<file path="src/rtl/rcd_pkg.sv">
// Shared types and constants of the ring corner detector.
// Used by rcd_ring and ring_corner_detector; no dependencies.
`default_nettype none
package rcd_pkg;

	localparam int DEF_MAX_WIDTH   = 1024;
	localparam int DEF_MAX_HEIGHT  = 1024;
	localparam int DEF_MAX_CORNERS = 64;

	localparam int LINE_ROWS = 6;
	localparam int WIN       = 7;
	localparam int RADIUS    = 3;
	localparam int RING_N    = 16;
	localparam int CFG_W     = 11;
	localparam int CFG_IDX_W = 3;
	localparam int CMP_W     = 13;
	localparam int MIN_SIZE  = 7;

	localparam int RING_DX [RING_N] = '{3, 3, 2, 1, 0, -1, -2, -3, -3, -3, -2, -1, 0, 1, 2, 3};
	localparam int RING_DY [RING_N] = '{0, 1, 2, 3, 3, 3, 2, 1, 0, -1, -2, -3, -3, -3, -2, -1};

	typedef enum logic [CFG_IDX_W-1:0] {
		REG_WIDTH    = 3'd0,
		REG_HEIGHT   = 3'd1,
		REG_THRESH   = 3'd2,
		REG_TOL      = 3'd3,
		REG_SUPPRESS = 3'd4
	} reg_idx_t;

	typedef logic [WIN-1:0][7:0] col_t;

	typedef struct packed {
		logic [7:0] pixel;
		logic       frame_start;
	} in_t;

	typedef struct packed {
		logic [9:0]  corner_x;
		logic [9:0]  corner_y;
		logic [15:0] corner_count;
		logic        frame_done;
		logic        list_full;
	} out_t;

endpackage
`default_nettype wire

</file>
<file path="src/rtl/rcd_ring.sv">
// 7x7 pixel window shift register and the 16-point ring test on its centre.
// Depends on rcd_pkg.
`default_nettype none
module rcd_ring import rcd_pkg::*; (
	input  wire logic       clk,
	input  wire logic       shift_en,
	input  wire col_t       col_in,
	input  wire logic [7:0] thresh,
	input  wire logic [4:0] tol,
	output logic            corner
);

	// win_q[a][r]: a = column age (0 newest), r = row (0 oldest)
	logic [WIN-1:0][WIN-1:0][7:0] win_q;
	logic [RING_N-1:0] dark, bright;
	logic [4:0] n_dark, n_bright, best;
	logic [7:0] centre;

	always_ff @(posedge clk) begin
		if (shift_en) begin
			win_q <= {win_q[WIN-2:0], col_in};
		end
	end

	assign centre = win_q[RADIUS][RADIUS];

	for (genvar i = 0; i < RING_N; i++) begin : g_pt
		logic [7:0] v;
		assign v         = win_q[RADIUS - RING_DX[i]][RING_DY[i] + RADIUS];
		assign dark[i]   = ({1'b0, v} + {1'b0, thresh}) < {1'b0, centre};
		assign bright[i] = !dark[i] && (({1'b0, centre} + {1'b0, thresh}) < {1'b0, v});
	end

	always_comb begin
		n_dark   = '0;
		n_bright = '0;
		for (int i = 0; i < RING_N; i++) begin
			n_dark   = n_dark + 5'(dark[i]);
			n_bright = n_bright + 5'(bright[i]);
		end
		best   = (n_bright > n_dark) ? n_bright : n_dark;
		corner = best >= tol;
	end

endmodule
`default_nettype wire

</file>
<file path="config.mk">
export PLATFORM = sky130hd
export DESIGN_NAME = rcd_ring
export DESIGN_NICKNAME = d
export VERILOG_FILES = /design/src/rtl/rcd_pkg.sv /design/src/rtl/rcd_ring.sv
export SDC_FILE = /design/constraint.sdc
export NUM_CORES = 1
export LEC_CHECK = 0
export ABC_AREA = 1
export BUFFER_PORTS_ARGS = -buffer_cell sky130_fd_sc_hd__buf_4
export CORE_MARGIN = 5
export CORE_UTILIZATION = 45
export CTS_CLUSTER_SIZE = 14
export DETAILED_ROUTE_END_ITERATION = 8
export HOLD_SLACK_MARGIN = 0.08
export PLACE_DENSITY = 0.7
export SETUP_SLACK_MARGIN = 0.3
export SYNTH_ARGS = -nofsm -noshare
export SYNTH_HDL_FRONTEND = slang
export SYNTH_SLANG_ARGS = --single-unit
</file>
<file path="constraint.sdc">
create_clock -name clk -period 9.9 [get_ports clk]
set_clock_uncertainty 0.1 [all_clocks]
set_input_delay 0.99 -clock clk [delete_from_list [all_inputs] [get_ports clk]]
set_output_delay 0.99 -clock clk [all_outputs]
set_load 0.1 [all_outputs]
</file>
==> summary.txt <==
Outcome
  • Outcome: finished, final reports clean

Drt
  • Wire length on met3: 3339 um
  • Met2 wire length: 27,020 um
  • DRC viols: 0
  • Top sig layer: met5
  • Pre-antenna DRT Iters: 5
  • DRT antenna net count: 0
  • Vias/cell: between 5 and 6
  • DR iter-0 viols: 1,153
  • DRT met1 WL: 24,240 um
  • Via count: between 15,000 and 20,000
  • Routed len/inst: 18.52 um
  • Total wire length: 56,740 um

Yosys
  • Seq cells post-synth: 344
  • Area share of the largest cell type after synthesis: 0.4601
  • Ys Warns: 0
  • Synthesized area: roughly 22,000 um2
  • Synth Net Count: 2,690
  • Synth top area cells: edfxtp_1 (46%), ha_1 (21%), nand2_1 (8.1%)
  • Post-synthesis sequential area ratio: 0.4601
  • Syn Inst Count: roughly 2,200
  • Post-Syn Area per Cell: 10.19 um2
  • Yosys cell types: 30
  • Post-synth top area cell: edfxtp_1

Setup path
  • Most used cell, CP: nand2_1
  • Slowest cell on the critical path: fa_2
  • Critical Path Max Stage Delay: 620 ps
  • Crit path kind: input port to output pin
  • Startpoint type of the worst setup path: input port
  • CP Capture Type: output pin
  • Worst Path Arrival: 8370 ps
  • Max FO, Critical Path: 10
  • Worst r2r path cells: 1
  • WP data required: 8810 ps

Min path
  • HP Class: flop to flop
  • Worst Hold Path Cells: 0

Timing
  • Final worst setup slack: 436.3 ps
  • Rel. slew slack: 0.3113
  • RSZ-0062 raised after global routing: no
  • FMAX: 105.7 MHz
  • Worst-Margin Slew: approximately 1000 ps
  • Count of pins over their slew limit: 0
  • Final worst path period share: 0.9559
  • Total negative slack: 0 ps
  • Period minus WS final: 9464 ps
  • Endpoints failing setup: 0
  • Final hold vios: 0

Cells and area
  • Area delta synth->final: 16.33%
  • Layout cells sized above 1: 0.1138
  • Most frequent cells in the layout: nand2_1 (472), inv_1 (391), ha_1 (363)
  • Final std cells w/o fill: 3,063
  • N_diodes: 0
  • Commonest non-fill, non-tap cell in the layout: nand2_1
  • Final non-filler cell area: 26,120 um2
  • Net count, final: 2,857

Place
  • Buffers on Ports: 71
  • Pre-CTS setup slack: between 20 and 25 ps
  • Placed insts: between 2,000 and 3,000
  • Dpl hpwl: 40,320 um
  • DP Area: between 20,000 and 25,000 um2
  • Global placer's final weighted congestion: between 0.9 and 1

Flow run
  • Max-cap viol count: 0

Global routing
  • Largest net degree at the start of global routing: 120
  • Grt ovf: 0
  • Vias in the first global route: ~16,000
  • First-pass GRT wire length: 87,660 um
  • Initial antenna violation count: 1
  • Total Routing Usage GR: 0.2076

Die
  • Die area: 54,450 um2
  • Chip height: 233.4 um
  • Ports: 72
  • Die Span X: roughly 230 um
  • Starting Density: 0.4567
  • Placeable Area: 49,150 um2
  • # rows: 81

CTS
  • CTS Hold Buffers Added: 0
  • Clk Latency, worst-skew pair: 560 ps
  • Worst-path clk slew: 60 ps
  • # clock sinks: about 340
  • CTS tree: yes
  • CTS Root Buffer Type: clkbuf_16
  • Clock Path Buffers: 3
  • H-tree depth: 2
  • TritonCTS buffer count: 39

Power
  • Clock power frac: 0.175
  • Peak supply drop: 0.0009357 V
  • Total power: 0.008716 W
  • Flop pwr share: 0.203
  • Total leakage power: 12.61 nW
  • Switching share of power: 0.4450
  • P_sw: 0.003878 W
  • Combinational share of power: 0.622
  • PD cells: ~330 nW/um2
  • Pint: 0.004837 W
[path summary, 6_finish.rpt]
path | start | to | slack [ps]
max | thresh[0] | corner | 440
min | win_q[110] | g_pt[3].v[6] | 310
max reg2reg | centre[0] | win_q[248] | 8760
min reg2reg | win_q[110] | g_pt[3].v[6] | 310
[sequential cells by signal, summed over array words and instances, names as in the netlist]
register,flops
g_pt.v,128
win_q,208
centre,8
[Yosys cell counts]
cell      instances
a21boi_0          4
a211oi_1          2
and3_1           16
xor2_1           61
a21boi_2          1
a21oi_1         182
nor3_1            1
o21ai_2           2
o21a_1            5
buf_4             3
nor2_1           64
o21ai_1           5
ha_1            380
nand3b_1         20
a31oi_1           5
nand2_1         483
fa_1             37
edfxtp_1        344
a21o_1           13
o21ai_0          25
nand4_1          22
xnor2_1          39
inv_1           393
o211ai_1          1
buf_6             1
nand3_1          83
o21bai_1          6
o22ai_1           1
inv_2             2
nand3_2           1
[stage by stage]
stage | util | hold WS, ps
global route | 0.5313 | 319.2
detailed placement | 0.4915 | 304.5
floorplan | - | 300.3
CTS | 0.5195 | 308.4
global placement | 0.4915 | 300.2
finish | 0.5313 | 311.2
[power groups by stage]
stage	registers (W)	clock network (W)	logic [W]
after floorplan	0.00177	0	0.00311
after global placement	0.00180	0	0.00408
after detailed placement	0.00180	0	0.00436
after CTS	0.00177	0.00158	0.00448
after global routing	0.00178	0.00163	0.00588
final	0.00177	0.00153	0.00542
[worst max-delay path, delay by kind of cell]
kind,cells,cell delay [ps]
buf+inv,7,770
compound gates,9,1280
xor+xnor,2,370
fa+ha+maj,11,4070
simple gates,9,860
[area by class of cell]
class / instances / area, um2
Inverter: 395 / 1483
Timing Repair Buffer: 130 / 1114
Tap cell: 664 / 830.8
Fill cell: 4251 / 23040
Clock buffer: 47 / 1049
Multi-Input combinational cell: 1459 / 11010
Sequential cell: 344 / 10330
Clock inverter: 24 / 297.8
[layer usage]
layer,up-vias,global-route usage
met5,-,0
met4,2,0.07255
met3,132,0.02820
met2,471,0.3510
met1,7679,0.2752
li1,7791,-
[timing repair]
action | CTS | global route
setup endpoints to repair | 1 | 1
buffers inserted | 0 | 18
gates resized for setup | 11 | 99
gates cloned | 0 | 1
pin swaps | 1 | 41
[cell families after synthesis]
logic type      Yosys count  share of synthesized area
fa+ha+maj               417                     0.2448
buf+inv                 399                    0.06755
compound gates          252                    0.06058
simple gates            690                     0.1279
flops                   344                     0.4601
xor+xnor                100                    0.03901
(Power assumes the default switching activity.)
